**src/rtl/rcvs_pkg.sv**
```systemverilog
package rcvs_pkg;

  localparam int unsigned MAX_SLOTS_DEF = 16;
  localparam int unsigned QUEUE_DEPTH   = 2;

  localparam int unsigned ID_W      = 64;
  localparam int unsigned EPOCH_W   = 32;
  localparam int unsigned PURPOSE_W = 4;
  localparam int unsigned BOOT_W    = 32;
  localparam int unsigned TARGET_W  = 4;
  localparam int unsigned STATUS_W  = 2;
  localparam int unsigned CFG_IDX_W = 3;
  localparam int unsigned CFG_DAT_W = 64;

  localparam logic [CFG_IDX_W-1:0] REG_CTX_NETWORK  = 3'd0;
  localparam logic [CFG_IDX_W-1:0] REG_CTX_GK_EPOCH = 3'd1;
  localparam logic [CFG_IDX_W-1:0] REG_REQ_PURPOSE  = 3'd2;
  localparam logic [CFG_IDX_W-1:0] REG_REQ_PEER     = 3'd3;
  localparam logic [CFG_IDX_W-1:0] REG_REQ_PINNED   = 3'd4;

  typedef enum logic [1:0] {
    CLS_SAME = 2'd0,
    CLS_FREE = 2'd1,
    CLS_PIN  = 2'd2,
    CLS_LRU  = 2'd3
  } cls_t;

  typedef enum logic [STATUS_W-1:0] {
    STATUS_OK    = 2'd0,
    STATUS_SMALL = 2'd1,
    STATUS_PIN   = 2'd2,
    STATUS_FULL  = 2'd3
  } status_t;

  typedef struct packed {
    cls_t cls;
    logic use_slot;
    logic last;
  } tag_t;

endpackage

```
**src/rtl/rcvs_queue.sv**
```systemverilog
module rcvs_queue #(
  parameter int unsigned W     = 8,
  parameter int unsigned DEPTH = 2
) (
  input  logic         clk,
  input  logic         rst_n,
  input  logic         push_valid,
  output logic         push_stall,
  input  logic [W-1:0] push_data,
  output logic         pop_valid,
  input  logic         pop_stall,
  output logic [W-1:0] pop_data
);
  localparam int unsigned PW = (DEPTH > 1) ? $clog2(DEPTH) : 1;
  localparam int unsigned NW = $clog2(DEPTH + 1);

  logic [W-1:0]  mem_r [DEPTH];
  logic [PW-1:0] wr_ptr_r, wr_ptr_nxt;
  logic [PW-1:0] rd_ptr_r, rd_ptr_nxt;
  logic [NW-1:0] num_r, num_nxt;
  logic          push, pop;

  assign push_stall = (num_r == NW'(DEPTH));
  assign pop_valid  = (num_r != '0);
  assign pop_data   = mem_r[rd_ptr_r];
  assign push       = push_valid && !push_stall;
  assign pop        = pop_valid && !pop_stall;

  always_comb begin
    wr_ptr_nxt = wr_ptr_r;
    rd_ptr_nxt = rd_ptr_r;
    num_nxt    = num_r;
    if (push) begin
      wr_ptr_nxt = (wr_ptr_r == PW'(DEPTH - 1)) ? '0 : wr_ptr_r + PW'(1);
    end
    if (pop) begin
      rd_ptr_nxt = (rd_ptr_r == PW'(DEPTH - 1)) ? '0 : rd_ptr_r + PW'(1);
    end
    if (push && !pop) begin
      num_nxt = num_r + NW'(1);
    end else if (pop && !push) begin
      num_nxt = num_r - NW'(1);
    end
  end

  always_ff @(posedge clk) begin
    if (!rst_n) begin
      wr_ptr_r <= '0;
      rd_ptr_r <= '0;
      num_r    <= '0;
    end else begin
      wr_ptr_r <= wr_ptr_nxt;
      rd_ptr_r <= rd_ptr_nxt;
      num_r    <= num_nxt;
    end
  end

  always_ff @(posedge clk) begin
    if (push) begin
      mem_r[wr_ptr_r] <= push_data;
    end
  end

endmodule

```
**src/rtl/rcvs_front.sv**
```systemverilog
module rcvs_front #(
  parameter int unsigned MAX_SLOTS = rcvs_pkg::MAX_SLOTS_DEF
) (
  input  logic                                  clk,
  input  logic                                  rst_n,
  input  logic                                  cfg_we,
  input  logic [rcvs_pkg::CFG_IDX_W-1:0]        cfg_index,
  input  logic [rcvs_pkg::CFG_DAT_W-1:0]        cfg_wdata,
  input  logic                                  in_valid,
  output logic                                  in_stall,
  input  logic                                  in_stored_valid,
  input  logic [rcvs_pkg::PURPOSE_W-1:0]        in_stored_purpose,
  input  logic [rcvs_pkg::ID_W-1:0]             in_stored_peer,
  input  logic [rcvs_pkg::ID_W-1:0]             in_stored_network,
  input  logic [rcvs_pkg::EPOCH_W-1:0]          in_stored_created_epoch,
  input  logic                                  in_stored_pinned,
  input  logic [rcvs_pkg::BOOT_W-1:0]           in_stored_last_boot,
  input  logic                                  in_stored_revoked,
  input  logic                                  in_last,
  output logic                                  push_valid,
  input  logic                                  push_stall,
  output rcvs_pkg::tag_t                        push_tag,
  output logic [$clog2(MAX_SLOTS)-1:0]          push_idx,
  output logic [$clog2(MAX_SLOTS+1)-1:0]        push_count,
  output logic [rcvs_pkg::BOOT_W-1:0]           push_boot,
  output logic                                  req_pinned
);
  import rcvs_pkg::*;

  localparam int unsigned IW = $clog2(MAX_SLOTS);
  localparam int unsigned CW = $clog2(MAX_SLOTS + 1);

  logic [ID_W-1:0]      ctx_network_r;
  logic [EPOCH_W-1:0]   ctx_gk_epoch_r;
  logic [PURPOSE_W-1:0] req_purpose_r;
  logic [ID_W-1:0]      req_peer_r;
  logic                 req_pinned_r;

  logic [CW-1:0] cnt_r, cnt_nxt;
  logic [CW-1:0] count_after;
  logic          in_range;
  logic          same, live, accept;
  logic [EPOCH_W:0] epoch_lim;

  always_ff @(posedge clk) begin
    if (!rst_n) begin
      ctx_network_r  <= '0;
      ctx_gk_epoch_r <= '0;
      req_purpose_r  <= '0;
      req_peer_r     <= '0;
      req_pinned_r   <= 1'b0;
    end else if (cfg_we) begin
      case (cfg_index)
        REG_CTX_NETWORK:  ctx_network_r  <= cfg_wdata[ID_W-1:0];
        REG_CTX_GK_EPOCH: ctx_gk_epoch_r <= cfg_wdata[EPOCH_W-1:0];
        REG_REQ_PURPOSE:  req_purpose_r  <= cfg_wdata[PURPOSE_W-1:0];
        REG_REQ_PEER:     req_peer_r     <= cfg_wdata[ID_W-1:0];
        REG_REQ_PINNED:   req_pinned_r   <= cfg_wdata[0];
        default: ;
      endcase
    end
  end

  assign req_pinned = req_pinned_r;
  assign in_stall   = push_stall;
  assign push_valid = in_valid;
  assign accept     = in_valid && !push_stall;

  assign in_range    = (cnt_r < CW'(MAX_SLOTS));
  assign count_after = in_range ? cnt_r + CW'(1) : cnt_r;

  // expiry test without wrap
  assign epoch_lim = {1'b0, in_stored_created_epoch} + (EPOCH_W+1)'(2);

  assign same = in_stored_valid && (in_stored_purpose == req_purpose_r) &&
                (in_stored_peer == req_peer_r);
  assign live = in_stored_valid && (in_stored_network == ctx_network_r) &&
                (epoch_lim > {1'b0, ctx_gk_epoch_r}) && !in_stored_revoked;

  always_comb begin
    push_tag.use_slot = in_range;
    push_tag.last     = in_last;
    if (same) begin
      push_tag.cls = CLS_SAME;
    end else if (!live) begin
      push_tag.cls = CLS_FREE;
    end else if (in_stored_pinned) begin
      push_tag.cls = CLS_PIN;
    end else begin
      push_tag.cls = CLS_LRU;
    end
  end

  assign push_idx   = cnt_r[IW-1:0];
  assign push_count = count_after;
  assign push_boot  = in_stored_last_boot;

  always_comb begin
    cnt_nxt = cnt_r;
    if (accept) begin
      cnt_nxt = in_last ? '0 : count_after;
    end
  end

  always_ff @(posedge clk) begin
    if (!rst_n) begin
      cnt_r <= '0;
    end else begin
      cnt_r <= cnt_nxt;
    end
  end

endmodule

```
**src/rtl/rcvs_back.sv**
```systemverilog
module rcvs_back #(
  parameter int unsigned MAX_SLOTS = rcvs_pkg::MAX_SLOTS_DEF
) (
  input  logic                                  clk,
  input  logic                                  rst_n,
  input  logic                                  pop_valid,
  output logic                                  pop_stall,
  input  rcvs_pkg::tag_t                        pop_tag,
  input  logic [$clog2(MAX_SLOTS)-1:0]          pop_idx,
  input  logic [$clog2(MAX_SLOTS+1)-1:0]        pop_count,
  input  logic [rcvs_pkg::BOOT_W-1:0]           pop_boot,
  input  logic                                  req_pinned,
  output logic                                  out_valid,
  input  logic                                  out_stall,
  output logic [rcvs_pkg::STATUS_W-1:0]         out_status,
  output logic [rcvs_pkg::TARGET_W-1:0]         out_target_index
);
  import rcvs_pkg::*;

  localparam int unsigned IW = $clog2(MAX_SLOTS);
  localparam int unsigned CW = $clog2(MAX_SLOTS + 1);

  logic          same_found_r, same_found_nxt;
  logic [IW-1:0] same_idx_r, same_idx_nxt;
  logic          free_found_r, free_found_nxt;
  logic [IW-1:0] free_idx_r, free_idx_nxt;
  logic          lru_found_r, lru_found_nxt;
  logic [IW-1:0] lru_idx_r, lru_idx_nxt;
  logic [BOOT_W-1:0] oldest_boot_r, oldest_boot_nxt;
  logic [CW-1:0] pin_cnt_r, pin_cnt_nxt;

  logic          out_valid_r, out_valid_nxt;
  status_t       status_r, status_nxt;
  logic [TARGET_W-1:0] target_r, target_nxt;

  logic          pop, out_free;
  logic [IW-1:0] pick_idx;
  logic [IW+TARGET_W-1:0] pick_ext;

  assign out_free  = !out_valid_r || !out_stall;
  assign pop_stall = pop_tag.last && !out_free;
  assign pop       = pop_valid && !pop_stall;

  assign out_valid        = out_valid_r;
  assign out_status       = status_r;
  assign out_target_index = target_r;

  always_comb begin
    same_found_nxt = same_found_r;
    same_idx_nxt   = same_idx_r;
    free_found_nxt = free_found_r;
    free_idx_nxt   = free_idx_r;
    lru_found_nxt  = lru_found_r;
    lru_idx_nxt    = lru_idx_r;
    oldest_boot_nxt = oldest_boot_r;
    pin_cnt_nxt    = pin_cnt_r;
    out_valid_nxt  = out_valid_r && out_stall;
    status_nxt     = status_r;
    target_nxt     = target_r;
    pick_idx       = '0;
    pick_ext       = '0;

    if (pop && pop_tag.use_slot) begin
      case (pop_tag.cls)
        CLS_SAME: begin
          if (!same_found_r) begin
            same_found_nxt = 1'b1;
            same_idx_nxt   = pop_idx;
          end
        end
        CLS_FREE: begin
          if (!free_found_r) begin
            free_found_nxt = 1'b1;
            free_idx_nxt   = pop_idx;
          end
        end
        CLS_PIN: begin
          pin_cnt_nxt = pin_cnt_r + CW'(1);
        end
        CLS_LRU: begin
          if (!lru_found_r || (pop_boot < oldest_boot_r)) begin
            lru_found_nxt = 1'b1;
            lru_idx_nxt   = pop_idx;
            oldest_boot_nxt = pop_boot;
          end
        end
        default: ;
      endcase
    end

    if (pop && pop_tag.last) begin
      out_valid_nxt = 1'b1;
      if (same_found_nxt) begin
        pick_idx = same_idx_nxt;
      end else if (free_found_nxt) begin
        pick_idx = free_idx_nxt;
      end else begin
        pick_idx = lru_idx_nxt;
      end
      pick_ext   = {{TARGET_W{1'b0}}, pick_idx};
      target_nxt = '0;
      if (pop_count < CW'(3)) begin
        status_nxt = STATUS_SMALL;
      end else if (req_pinned &&
                   (({1'b0, pin_cnt_nxt} + (CW+1)'(3)) > {1'b0, pop_count})) begin
        status_nxt = STATUS_PIN;
      end else if (same_found_nxt || free_found_nxt || lru_found_nxt) begin
        status_nxt = STATUS_OK;
        target_nxt = pick_ext[TARGET_W-1:0];
      end else begin
        status_nxt = STATUS_FULL;
      end
      same_found_nxt = 1'b0;
      same_idx_nxt   = '0;
      free_found_nxt = 1'b0;
      free_idx_nxt   = '0;
      lru_found_nxt  = 1'b0;
      lru_idx_nxt    = '0;
      oldest_boot_nxt = '0;
      pin_cnt_nxt    = '0;
    end
  end

  always_ff @(posedge clk) begin
    if (!rst_n) begin
      same_found_r <= 1'b0;
      same_idx_r   <= '0;
      free_found_r <= 1'b0;
      free_idx_r   <= '0;
      lru_found_r  <= 1'b0;
      lru_idx_r    <= '0;
      oldest_boot_r <= '0;
      pin_cnt_r    <= '0;
      out_valid_r  <= 1'b0;
    end else begin
      same_found_r <= same_found_nxt;
      same_idx_r   <= same_idx_nxt;
      free_found_r <= free_found_nxt;
      free_idx_r   <= free_idx_nxt;
      lru_found_r  <= lru_found_nxt;
      lru_idx_r    <= lru_idx_nxt;
      oldest_boot_r <= oldest_boot_nxt;
      pin_cnt_r    <= pin_cnt_nxt;
      out_valid_r  <= out_valid_nxt;
    end
  end

  always_ff @(posedge clk) begin
    status_r <= status_nxt;
    target_r <= target_nxt;
  end

endmodule

```
**src/rtl/resume_cache_victim_select.sv**
```systemverilog
// Victim selection for a session-resumption cache. Stream one word per
// stored slot in slot order and flag the last; one word is taken per
// clock while in_stall is low. Each slot is classified on entry against
// the configuration registers and parked in a two-entry queue; the back
// end folds it into the running choice (matching entry, then first
// non-live slot, then oldest unpinned live slot, pinned slots counted)
// and posts status and target in an output register. Slots past
// MAX_SLOTS are ignored. Write the configuration only while no scan is open.
module resume_cache_victim_select #(
  parameter int unsigned MAX_SLOTS = rcvs_pkg::MAX_SLOTS_DEF
) (
  input  logic                                  clk,
  input  logic                                  rst_n,
  input  logic                                  cfg_we,
  input  logic [rcvs_pkg::CFG_IDX_W-1:0]        cfg_index,
  input  logic [rcvs_pkg::CFG_DAT_W-1:0]        cfg_wdata,
  input  logic                                  in_valid,
  output logic                                  in_stall,
  input  logic                                  in_stored_valid,
  input  logic [rcvs_pkg::PURPOSE_W-1:0]        in_stored_purpose,
  input  logic [rcvs_pkg::ID_W-1:0]             in_stored_peer,
  input  logic [rcvs_pkg::ID_W-1:0]             in_stored_network,
  input  logic [rcvs_pkg::EPOCH_W-1:0]          in_stored_created_epoch,
  input  logic                                  in_stored_pinned,
  input  logic [rcvs_pkg::BOOT_W-1:0]           in_stored_last_boot,
  input  logic                                  in_stored_revoked,
  input  logic                                  in_last,
  output logic                                  out_valid,
  input  logic                                  out_stall,
  output logic [rcvs_pkg::STATUS_W-1:0]         out_status,
  output logic [rcvs_pkg::TARGET_W-1:0]         out_target_index
);
  import rcvs_pkg::*;

  localparam int unsigned IW = $clog2(MAX_SLOTS);
  localparam int unsigned CW = $clog2(MAX_SLOTS + 1);
  localparam int unsigned TW = $bits(tag_t);
  localparam int unsigned QW = TW + IW + CW + BOOT_W;

  logic          push_valid, push_stall;
  tag_t          push_tag, pop_tag;
  logic [IW-1:0] push_idx, pop_idx;
  logic [CW-1:0] push_count, pop_count;
  logic [BOOT_W-1:0] push_boot, pop_boot;
  logic          pop_valid, pop_stall;
  logic          req_pinned;
  logic [QW-1:0] push_data, pop_data;

  rcvs_front #(.MAX_SLOTS(MAX_SLOTS)) u_front (
    .clk                     (clk),
    .rst_n                   (rst_n),
    .cfg_we                  (cfg_we),
    .cfg_index               (cfg_index),
    .cfg_wdata               (cfg_wdata),
    .in_valid                (in_valid),
    .in_stall                (in_stall),
    .in_stored_valid         (in_stored_valid),
    .in_stored_purpose       (in_stored_purpose),
    .in_stored_peer          (in_stored_peer),
    .in_stored_network       (in_stored_network),
    .in_stored_created_epoch (in_stored_created_epoch),
    .in_stored_pinned        (in_stored_pinned),
    .in_stored_last_boot     (in_stored_last_boot),
    .in_stored_revoked       (in_stored_revoked),
    .in_last                 (in_last),
    .push_valid              (push_valid),
    .push_stall              (push_stall),
    .push_tag                (push_tag),
    .push_idx                (push_idx),
    .push_count              (push_count),
    .push_boot               (push_boot),
    .req_pinned              (req_pinned)
  );

  assign push_data = {push_tag, push_idx, push_count, push_boot};
  assign {pop_tag, pop_idx, pop_count, pop_boot} = pop_data;

  rcvs_queue #(.W(QW), .DEPTH(QUEUE_DEPTH)) u_queue (
    .clk        (clk),
    .rst_n      (rst_n),
    .push_valid (push_valid),
    .push_stall (push_stall),
    .push_data  (push_data),
    .pop_valid  (pop_valid),
    .pop_stall  (pop_stall),
    .pop_data   (pop_data)
  );

  rcvs_back #(.MAX_SLOTS(MAX_SLOTS)) u_back (
    .clk              (clk),
    .rst_n            (rst_n),
    .pop_valid        (pop_valid),
    .pop_stall        (pop_stall),
    .pop_tag          (pop_tag),
    .pop_idx          (pop_idx),
    .pop_count        (pop_count),
    .pop_boot         (pop_boot),
    .req_pinned       (req_pinned),
    .out_valid        (out_valid),
    .out_stall        (out_stall),
    .out_status       (out_status),
    .out_target_index (out_target_index)
  );

endmodule
```
**config.mk**
```make
export PLATFORM = sky130hd
export DESIGN_NAME = resume_cache_victim_select
export DESIGN_NICKNAME = d
export VERILOG_FILES = /design/src/rtl/rcvs_pkg.sv /design/src/rtl/rcvs_queue.sv /design/src/rtl/rcvs_front.sv /design/src/rtl/rcvs_back.sv /design/src/rtl/resume_cache_victim_select.sv
export SDC_FILE = /design/constraint.sdc
export NUM_CORES = 1
export LEC_CHECK = 0
export BUFFER_PORTS_ARGS = -buffer_cell sky130_fd_sc_hd__buf_4
export CAP_MARGIN = 0
export CORE_AREA = 2 2 205 207
export CTS_BUF_LIST = sky130_fd_sc_hd__clkbuf_2
export DETAILED_ROUTE_END_ITERATION = 8
export DIE_AREA = 0 0 207 209
export PLACE_DENSITY = 0.59
export SLEW_MARGIN = 20
export SYNTH_ARGS = -nofsm -noshare
export SYNTH_HDL_FRONTEND = slang
export SYNTH_SLANG_ARGS = --single-unit
export TNS_END_PERCENT = 100
```
**constraint.sdc**
```tcl
create_clock -name clk -period 4.2 [get_ports clk]
set_input_delay 0.42 -clock clk [delete_from_list [all_inputs] [get_ports clk]]
set_output_delay 0.42 -clock clk [all_outputs]
set_load 0.03 [all_outputs]
```
==> results of run 1 <==
==> worst reg2reg max path, stage by stage, from the launching register on <==
cell and delay, ns:
dfxtp_2 0.40, or3b_1 0.41, a22oi_2 0.29, and2_1 0.33
xnor2_1 0.15, ha_1 0.26, nor4_1 0.27, nand3_1 0.11
nand2_1 0.09, xor2_1 0.17, ha_1 0.27, o22ai_1 0.16
a21oi_1 0.06, o21ai_1 0.21, nand3_1 0.25, a221oi_2 0.25
==> synthesized netlist by cell type, types with 25 or more instances <==
library cell and count:
nor4_1 25, nor2_1 87, nor3_1 66, dfxtp_1 228, ha_1 73, xnor2_1 46, mux2i_1 27, a21oi_1 31
xor2_1 83, nand2_1 366, edfxtp_1 96, nand4_1 32, clkbuf_1 67, nor2b_1 26, inv_1 120, a21boi_0 148
mux2_2 37, nand3_1 26
==> through the flow <==
step	power, W	hold WS [ns]	setup WS, ns	util [%]	cells
floorplan	0.00524	0.435	0.715	-	1767
global placement	0.00593	0.446	0.204	45.8	2528
detailed placement	0.00598	0.446	0.120	45.8	2528
CTS	0.00866	0.0379	0.348	50.6	2797
global route	0.00909	0.0692	0.0376	50.7	2800
finish	0.00852	0.203	0.336	50.7	2801
==> logic make-up (layout without fill, tap and decap cells) <==
kind of cell               count (synthesis)  count (layout)
other                                      0               4
DFF                                      324             324
and+or+nand+nor                          675             675
AOI/OAI and AO/OA                        304             304
muxes                                     65              65
xor gates and xnor gates                 129             129
adders and majority gates                 73              73
buffers and inverters                    197             688
==> final timing paths <==
kind | end | slack [ns] | cells after the start
setup / recovery | u_back.out_target_index[2]$_SDFFCE_PP0P_ | 0.34 | 15
hold / removal | u_queue.mem_r[0][10]$_DFFE_PP_ | 0.20 | 2
setup reg to reg | u_back.out_target_index[2]$_SDFFCE_PP0P_ | 0.34 | 15
hold reg to reg | u_front.ctx_gk_epoch_r[16]$_SDFFE_PN0P_ | 0.46 | 2
==> area by class of cell <==
class | count | area share (%)
inverter | 120 | 2.15
timing repair buffer | 406 | 15.9
sequential | 324 | 35.6
tap | 539 | 3.22
clock buffer | 140 | 3.35
multi-input combinational | 1246 | 38.7
clock inverter | 22 | 1.05
antenna | 4 | 0.0478
==> flip-flops by register name, summed over array words and instances, names as in the netlist, 2 cells and up, named ones only <==
register and flops:
u_back.pin_cnt_r 5, u_back.same_idx_r 4, u_front.req_purpose_r 4, u_back.out_target_index 4, u_back.oldest_boot_r 32, u_back.out_status 2, u_back.free_idx_r 4, u_front.req_peer_r 64
u_front.ctx_gk_epoch_r 32, u_queue.mem_r 90, u_front.cnt_r 5, u_back.lru_idx_r 4, u_queue.num_r 2, u_front.ctx_network_r 64
==> power by group <==
group          leakage (nW)  internal (W)  switching, W
clock network         0.694       0.00118       0.00136
logic                  4.72       0.00101       0.00126
registers              2.74       0.00357      0.000143
total                  8.15       0.00576       0.00276
==> per-layer routing <==
layer | GRT usage, % | up-vias
met5 | 0 | -
met4 | 7.59 | 6
met3 | 5.92 | 82
met2 | 39.9 | 369
met1 | 27.9 | 6588
li1 | - | 6978
==> impl_metrics.ini, run 1 <==
[layout]
final_cell_mix = 365 x nand2_1, 298 x buf_4, 227 x dfxtp_1, 148 x a21boi_0, 140 x clkbuf_2
multi_input_area_sq_um = 8090
fillerInstances = 3991
layout.nets = 2531
drive_gt1_share_pct = 22.5
regArea_sq_um = 7450
syn2layout_area_growth_pct = 28.6
finalInstanceArea_sq_um = 20900
final_common_cell = nand2_1

[setup_path]
critPathCaptureType = flip-flop
cp-start-kind = flip-flop
cp_data_arrival_time_ns = 4.59
slowest_stage = or3b_1
crit_chain = or3b_1 -> a22oi_2 -> and2_1 -> xnor2_1 -> ha_1 -> nor4_1 -> nand3_1 -> nand2_1 -> xor2_1 -> ha_1 -> o22ai_1 -> a21oi_1 -> o21ai_1 -> nand3_1 -> a221oi_2
path_max_fanout = 9
required_ns = 4.93
critPathMaxStageDelay_ns = 0.41
cp_num_buf_inv = 0
path_delay_family = simple AND/OR/NAND/NOR gates
crit_type = reg -> reg

[logic_synthesis]
ys.flop_type = dfxtp_1
ys_seq_area_share_pct = 45.8
yosys_warnings = 0
muxShareOfSynthArea_pct = 4.31
synth_top_family_by_area = simple AND/OR/NAND/NOR gates
synth.cell_area_sq_um = 16300
synthCells = 1767
synth-seq-cells = 324
synth.area.top_cells = dfxtp_1 28%, edfxtp_1 18%, nand2_1 8.4%
synthXorXnorAreaFrac_pct = 6.94
async_flop_share_pct = 0
syn_nets = 2112
yosys.area.top_type_share_pct = 28.1
synth_compound_area_share_pct = 14.0
synth_edf_count = 96
yosysUniqueCellTypes = 66
yosys.area_share.simple_pct = 18.7
synthAdderAreaFrac_pct = 5.61
yosys.area.top_type = dfxtp_1
avgSynthCellArea_sq_um = 9.21

[floorplanning]
start_util_pct = 39.4
die-area_sq_um = 43300
num_io_pins = 280
core-area_sq_um = 41300
die_h_microns = 209
die_width_microns = 207
rows = 75

[clock_tree]
clock_latency_ns = 0.95
cts.clk_slew.worst_paths_ns = 0.11
cts_made_buffers = 88
cts-hold-fix-buffers = 107
ctsLongestPathBuffers = 3
cts_tree = built
cts-root-buf = clkbuf_2
cts_resized = 0
cts.sinks = 324
h-tree-depth = 3
post-cts-setup-buffer-count = 0

[global_routing]
grt_max_degree = 65
grt_pass1_wl_microns = 77900
grt_pass1_vias = 14219
grt_overflow = 0
antenna_found_initial = 7
grt_usage_pct = 23.1

[drt]
highest_layer = met5
wl_met3_microns = 3100
wl_met1_microns = 21400
routedWlPerCell_microns = 18.0
vias = 14023
vias_per_cell = 5.01
ant_nets = 0
drtIter0Drc = 756
routed_wl_microns = 50500
wl_met2_microns = 24600
drc_errors = 0
firstDrtPassIters = 5

[outcome]
status = completed

[pwr]
ir_worst_vdd_mv = 0.194
pwr_density_cell_nw_per_um2 = 407
p_leak_nw = 8.15

[placement]
placed_area_sq_um = 18900
io_buffers = 279
place_hpwl_microns = 37200
gp_congestion = 0.910

[worst_hold_path]
hp-class = in -> reg
hp-start = in_stored_last_boot[10]

[timing]
post-route-period-util_pct = 92.0
worstMarginPinSlew_ns = 0.852
setup_viol = 0
drv_slew = 0
rsz0062_at_grt = no
setup_tns_ns = 0
hold_violations = 0
clock_skew_ns = 0.0521
slew_headroom_pct = 42.7
period_minus_slack_ns = 3.86
max_freq_mhz = 259

[flow_run]
cap_violations = 0
(Power assumes the default switching activity.)
==> inputs of run 2 (changes only) <==
ABC_AREA = 1   (was unset)
CORE_AREA = 2 2 155 271   (was 2 2 205 207)
DIE_AREA = 0 0 157 273   (was 0 0 207 209)
clock period = 4.55 ns   (was 4.2 ns; I/O delays follow)
==> run 2 against run 1 <==
  * Critical path depth grew 3
  * Routed wire length grew 16%
  * Sequential share of layout area grew 0.47 points
  * Worst setup slack gained 0.67 ns
  * Core utilization grew 0.19 points
  * Sequential power shrank 5%
  * Largest power group unchanged
==> impl_metrics.ini, run 2 <==
[logic_synthesis]
synthAdderAreaFrac_pct = 5.67
syn_nets = 2314
ys.flop_type = dfxtp_1
async_flop_share_pct = 0
synth_most_common_cell = nand2_1
avgSynthCellArea_sq_um = 8.18
synth_edf_count = 96
yosys.area.top_type_share_pct = 28.3
synth.area.top_cells = dfxtp_1 28%, edfxtp_1 18%, o21ai_0 7.4%
synth_compound_area_share_pct = 18.2
synthCells = 1969
synth-seq-cells = 324
yosys.area_share.simple_pct = 17.4
yosys_warnings = 0
synthXorXnorAreaFrac_pct = 3.85
ys_seq_area_share_pct = 46.2
yosysUniqueCellTypes = 62
muxShareOfSynthArea_pct = 0.249
synth.cell_area_sq_um = 16100
synth.cells.most_frequent = 276 x nand2_1, 260 x inv_1, 238 x o21ai_0, 228 x dfxtp_1, 188 x a21oi_1
synth_top_family_by_area = compound AO/OA/AOI/OAI gates
yosys.area.top_type = dfxtp_1

[drt]
routedWlPerCell_microns = 19.4
vias = 15131
ant_nets = 0
firstDrtPassIters = 5
drc_errors = 0
drtIter0Drc = 836
routed_wl_microns = 58400
vias_per_cell = 5.04

[setup_path]
r2r_cells = 18
crit_type = reg -> reg
rrSetupSlack_ns = 1.00
path_max_fanout = 46
cp_data_arrival_time_ns = 4.19
crit_chain = buf_4 -> nand2_1 -> a21oi_4 -> nand3_4 -> xor2_2 -> ha_1 -> or2_1 -> nand2_1 -> inv_1 -> ha_1 -> nand2_1 -> o21ai_0 -> a21oi_1 -> a41o_1 -> nand2_2 -> nand2_4 -> nand2_4 -> a21oi_2
critPathMaxStageDelay_ns = 0.51
slowest_stage = buf_4
cp_common_cell = nand2_1
cp-start-kind = flip-flop
required_ns = 5.20
r2r_end = u_back.out_target_index[2]$_SDFFCE_PP0P_
critPathCaptureType = flip-flop

[pwr]
p_leak_nw = 8.65
ir_worst_vdd_mv = 0.305
pwr_density_cell_nw_per_um2 = 412

[timing]
worst_slack_ns = 1.00
slew_headroom_pct = 31.7
worstMarginPinSlew_ns = 1.02
hold_violations = 0
setup_tns_ns = 0
rsz0062_at_grt = no
max_freq_mhz = 282
period_minus_slack_ns = 3.55
post-route-period-util_pct = 78.0
setup_viol = 0
clock_skew_ns = 0.0842
drv_slew = 0

[worst_hold_path]
hp-start = in_valid
whs_endpoint = u_front.cnt_r[3]$_SDFFE_PN0P_
hp-class = in -> reg
min_delay_path_depth = 4

[layout]
largestRegisters = u_queue.mem_r x90, u_front.ctx_network_r x64, u_front.req_peer_r x64
final_common_cell = buf_4
layout.nets = 2731
largest_reg_flops = 90
drive_gt1_share_pct = 20.3
regMostFlops = u_queue.mem_r
final_util_pct = 50.9
syn2layout_area_growth_pct = 28.2
final_cell_mix = 294 x buf_4, 275 x nand2_1, 260 x inv_1, 238 x o21ai_0, 228 x dfxtp_1

[global_routing]
antenna_found_initial = 10
grt_pass1_wl_microns = 85300
grt_busiest_layer = met2
grt_usage_pct = 26.9
grt_overflow = 0
grt_pass1_vias = 15281
grt_max_degree = 82
met2_usage_pct = 52.1
met3_usage_pct = 5.22
use_met1_pct = 25.4

[floorplanning]
die_h_microns = 273
num_io_pins = 280
rows = 98
start_util_pct = 39.7
die_width_microns = 157
core-area_sq_um = 40600
die-area_sq_um = 42900

[placement]
place_hpwl_microns = 45600
pre_cts_ws_ns = 0.771
io_buffers = 279
gp_congestion = 0.956

[clock_tree]
cts_tree = built
h-tree-depth = 3
post-cts-setup-buffer-count = 0
clock_latency_ns = 0.92
cts_made_buffers = 78
cts-root-buf = clkbuf_2
cts.sinks = 324
ctsLongestPathBuffers = 3
cts.clk_slew.worst_paths_ns = 0.12

[flow_run]
cap_violations = 0

[outcome]
status = completed
## run 2: worst max-delay path, delay by kind of cell (launching register included)
kind,cells,cell delay [ns]
AO/OA/AOI/OAI,5,0.75
XOR/XNOR,1,0.20
adder cells (fa/ha/maj),2,0.47
buffers and inverters,2,0.55
flip-flops,1,0.36
AND/OR/NAND/NOR,8,0.94
## run 2: final cells by class
type / count / area, sq um
timing repair buffer: 411 / 3390
antenna: 9 / 22.5
sequential: 324 / 7450
fill: 3885 / 19900
clock buffer: 114 / 571
inverter: 274 / 1040
clock inverter: 24 / 148
multi-input combinational: 1297 / 7340
tap: 550 / 688
## run 2: worst max path at each step
stage | start | to | slack (ns) | cells past startpoint
final | flip-flop | u_back.out_target_index[2]$_SDFFCE_PP0P_ | 1.00 | 18
after global placement | in_stored_created_epoch[1] | u_queue.mem_r[0][43]$_DFFE_PP_ | 0.79 | 24
after floorplan | in_stored_created_epoch[1] | u_queue.mem_r[0][43]$_DFFE_PP_ | 1.44 | 23
after CTS | flip-flop | u_back.out_target_index[2]$_SDFFCE_PP0P_ | 0.97 | 18
after detailed placement | in_stored_created_epoch[1] | u_queue.mem_r[1][43]$_DFFE_PP_ | 0.77 | 24
after global routing | flip-flop | u_back.out_target_index[2]$_SDFFCE_PP0P_ | 0.75 | 19
## run 2: power by group
group	leakage, nW	total (W)	internal [W]	switching (W)
combinational	5.37	0.00303	0.00113	0.00189
clock	0.540	0.00196	0.000780	0.00118
sequential	2.74	0.00352	0.00338	0.000139
total	8.65	0.00850	0.00529	0.00321
## run 2: metal layers
metal  share of wire (%)  wire, microns  vias to the layer above
met4                 6.1           3530                        2
met1                  34          19800                     6991
li1                    -              -                     7490
met2                  55          32000                      505
met5               0.024             14                        -
met3                 5.2           3020                      143
## run 2: stage by stage
step | total power [W] | hold WS [ns] | instance area, sq um | instances
finish | 0.00850 | 0.161 | 20600 | 3003
global route | 0.00912 | 0.0982 | 20600 | 3001
CTS | 0.00861 | 0.0296 | 20600 | 2994
detailed placement | 0.00654 | 0.447 | 18700 | 2740
global placement | 0.00647 | 0.432 | 18700 | 2740
floorplan | 0.00559 | 0.424 | 16100 | 1969
## run 2: kinds of logic after synthesis
logic type,count (synthesis)
xor gates and xnor gates,70
DFF,324
and+or+nand+nor,623
AOI/OAI and AO/OA,527
adders and majority gates,73
muxes,4
buffers and inverters,348
## run 2: repair_timing
action | CTS | global route
hold endpoints to repair | 243 | 0
hold buffers | 116 | 0
resized for setup | 0 | 0
==> inputs of run 3 (changes only) <==
clock period = 3.3 ns   (was 4.55 ns; I/O delays follow)
==> run 3 against run 2 <==
  * Cell count grew 2.3%
  * Die area stayed put
  * Worst setup slack worse by 0.92 ns
  * Core utilization increased by 1.5 points
  * Non-clock buffer count is 66 higher
  * Worst hold slack got worse by 0.063 ns
  * Sequential share of layout area down 1.1 points
  * Combinational power increased by 41%
  * Via count up 1.6%
  * Clock power grew 33%
  * First-iteration DRC count fell by 9.4%
==> impl_metrics.ini, run 3 (synthesis results as in run 2) <==
[outcome]
status = completed

[floorplanning]
die_width_microns = 157
die_h_microns = 273
rows = 98
die-area_sq_um = 42900
core-area_sq_um = 40600
start_util_pct = 39.7
num_io_pins = 280

[clock_tree]
cts.clk_slew.worst_paths_ns = 0.11
cts.sinks = 324
h-tree-depth = 3
clock_latency_ns = 0.96
cts_tree = built
ctsLongestPathBuffers = 3
cts_made_buffers = 80
cts-root-buf = clkbuf_2

[setup_path]
cp_data_arrival_time_ns = 3.94
cp-start-kind = flip-flop
crit_chain = inv_4 -> or2_1 -> o21ai_4 -> buf_4 -> nand3_4 -> nand2_1 -> o21ai_2 -> ha_1 -> or2_1 -> nand2_1 -> inv_1 -> ha_1 -> nand2_1 -> o21ai_0 -> a21oi_1 -> a41o_1 -> nand2_2 -> nand2_4 -> nand2_4 -> a21oi_2
r2r_cells = 20
path_max_fanout = 12
critPathMaxStageDelay_ns = 0.39
path_delay_family = simple AND/OR/NAND/NOR gates
critPathCaptureType = flip-flop
crit_type = reg -> reg
slowest_stage = dfxtp_2
cp_num_buf_inv = 3
cp_common_cell = nand2_1
required_ns = 4.02
path_depth = 20
rrSetupSlack_ns = 0.08

[timing]
clock_skew_ns = 0.0842
post-route-period-util_pct = 97.6
worst_slack_ns = 0.0808
max_freq_mhz = 311
worstMarginPinSlew_ns = 1.08
hold_ws_ns = 0.0982
period_minus_slack_ns = 3.22
slew_headroom_pct = 27.7
hold_violations = 0
drv_slew = 0
setup_viol = 0
setup_tns_ns = 0

[placement]
place_hpwl_microns = 46400
io_buffers = 279
pre_cts_ws_ns = -0.284
gp_congestion = 0.981
placed_area_sq_um = 19100

[pwr]
clkPwrFrac_pct = 22.3
pwr_density_cell_nw_per_um2 = 551
p_leak_nw = 9.01
ir_worst_vdd_mv = 0.340
switching_share_pct = 38.0
p_seq_share_pct = 41.4
p_sw_w = 0.00446
p_comb_share_pct = 36.4
p_int_w = 0.00727

[layout]
layout.nets = 2799
final_cell_mix = 337 x buf_4, 273 x nand2_1, 259 x inv_1, 238 x o21ai_0, 227 x dfxtp_1
final_common_cell = buf_4
largestRegisters = u_queue.mem_r x90, u_front.ctx_network_r x64, u_front.req_peer_r x64
finalInstanceArea_sq_um = 21300
syn2layout_area_growth_pct = 32.0
drive_gt1_share_pct = 22.4
final_util_pct = 52.4
largest_reg_flops = 90
regMostFlops = u_queue.mem_r

[drt]
routedWlPerCell_microns = 19.3
ant_nets = 0
firstDrtPassIters = 5
drtIter0Drc = 757
drc_errors = 0
vias = 15367
vias_per_cell = 5.00
routed_wl_microns = 59300

[global_routing]
grt_overflow = 0
antenna_found_initial = 9
grt_usage_pct = 27.2
grt_max_degree = 129
grt_pass1_wl_microns = 85900
grt_pass1_vias = 15331

[flow_run]
cap_violations = 0

[worst_hold_path]
hp-class = in -> reg
min_delay_path_depth = 8
## run 3: cell count changes in the layout (fill, tap and decap cells not counted), moves of 6 or more
cell	previous run	this run
dlygate4sd3_1	116	134
clkbuf_2	114	120
clkinv_1	20	14
buf_4	294	337
## run 3: per-layer routing
metal  track usage [%]  part of all wire [%]  vias up
met5                 0                 0.022        -
met4              16.0                   6.3        2
met3              5.19                   5.0      147
met2              53.0                    55      469
met1              25.8                    34     7110
li1                  -                     -     7639
## run 3: power by group through the flow
stage	combinational [W]	clock, W	sequential, W
after floorplan	0.00274	0	0.00497
after global placement	0.00402	0	0.00492
after detailed placement	0.00412	0	0.00494
after CTS	0.00427	0.00271	0.00484
after global routing	0.00479	0.00292	0.00489
final	0.00426	0.00261	0.00485
## run 3: worst register-to-register path, delay by kind of cell (launching register included)
kind            cells  cell delay, ns
buf+inv             3            0.32
simple gates        9            1.08
flops               1            0.39
fa+ha+maj           2            0.47
compound gates      6            0.73
## run 3: final timing paths
check	start	endpoint
worst max-delay path	flip-flop	u_back.out_target_index[1]$_SDFFCE_PP0P_
worst max register to register	flip-flop	u_back.out_target_index[1]$_SDFFCE_PP0P_
worst min-delay path	in_stored_network[53]	u_queue.mem_r[1][44]$_DFFE_PP_
worst min register to register	u_queue.rd_ptr_r$_SDFFE_PN0P_	flip-flop
## run 3: timing repair
| item | CTS | global route |
|---|---|---|
| endpoints found under the hold margin | 245 | 0 |
| hold buffers | 134 | 0 |
| gates resized for setup | 0 | 18 |
| setup buffers | 0 | 9 |
| setup endpoints to repair | 0 | 38 |
## run 3: final cells by class
class                      count  area [sq um]
sequential                   324          7450
timing repair buffer         477          3970
multi-input combinational   1297          7400
antenna                        9          22.5
tap                          550           688
clock inverter                22          93.8
inverter                     274          1040
fill                        3923         19300
clock buffer                 120           601
## run 3: per-stage QoR
stage | total power (W) | std cells
2_1_floorplan | 0.00771 | 1969
3_3_place_gp | 0.00894 | 2779
3_5_place_dp | 0.00906 | 2779
4_1_cts | 0.0118 | 3055
5_1_grt | 0.0126 | 3073
6_report | 0.0117 | 3073
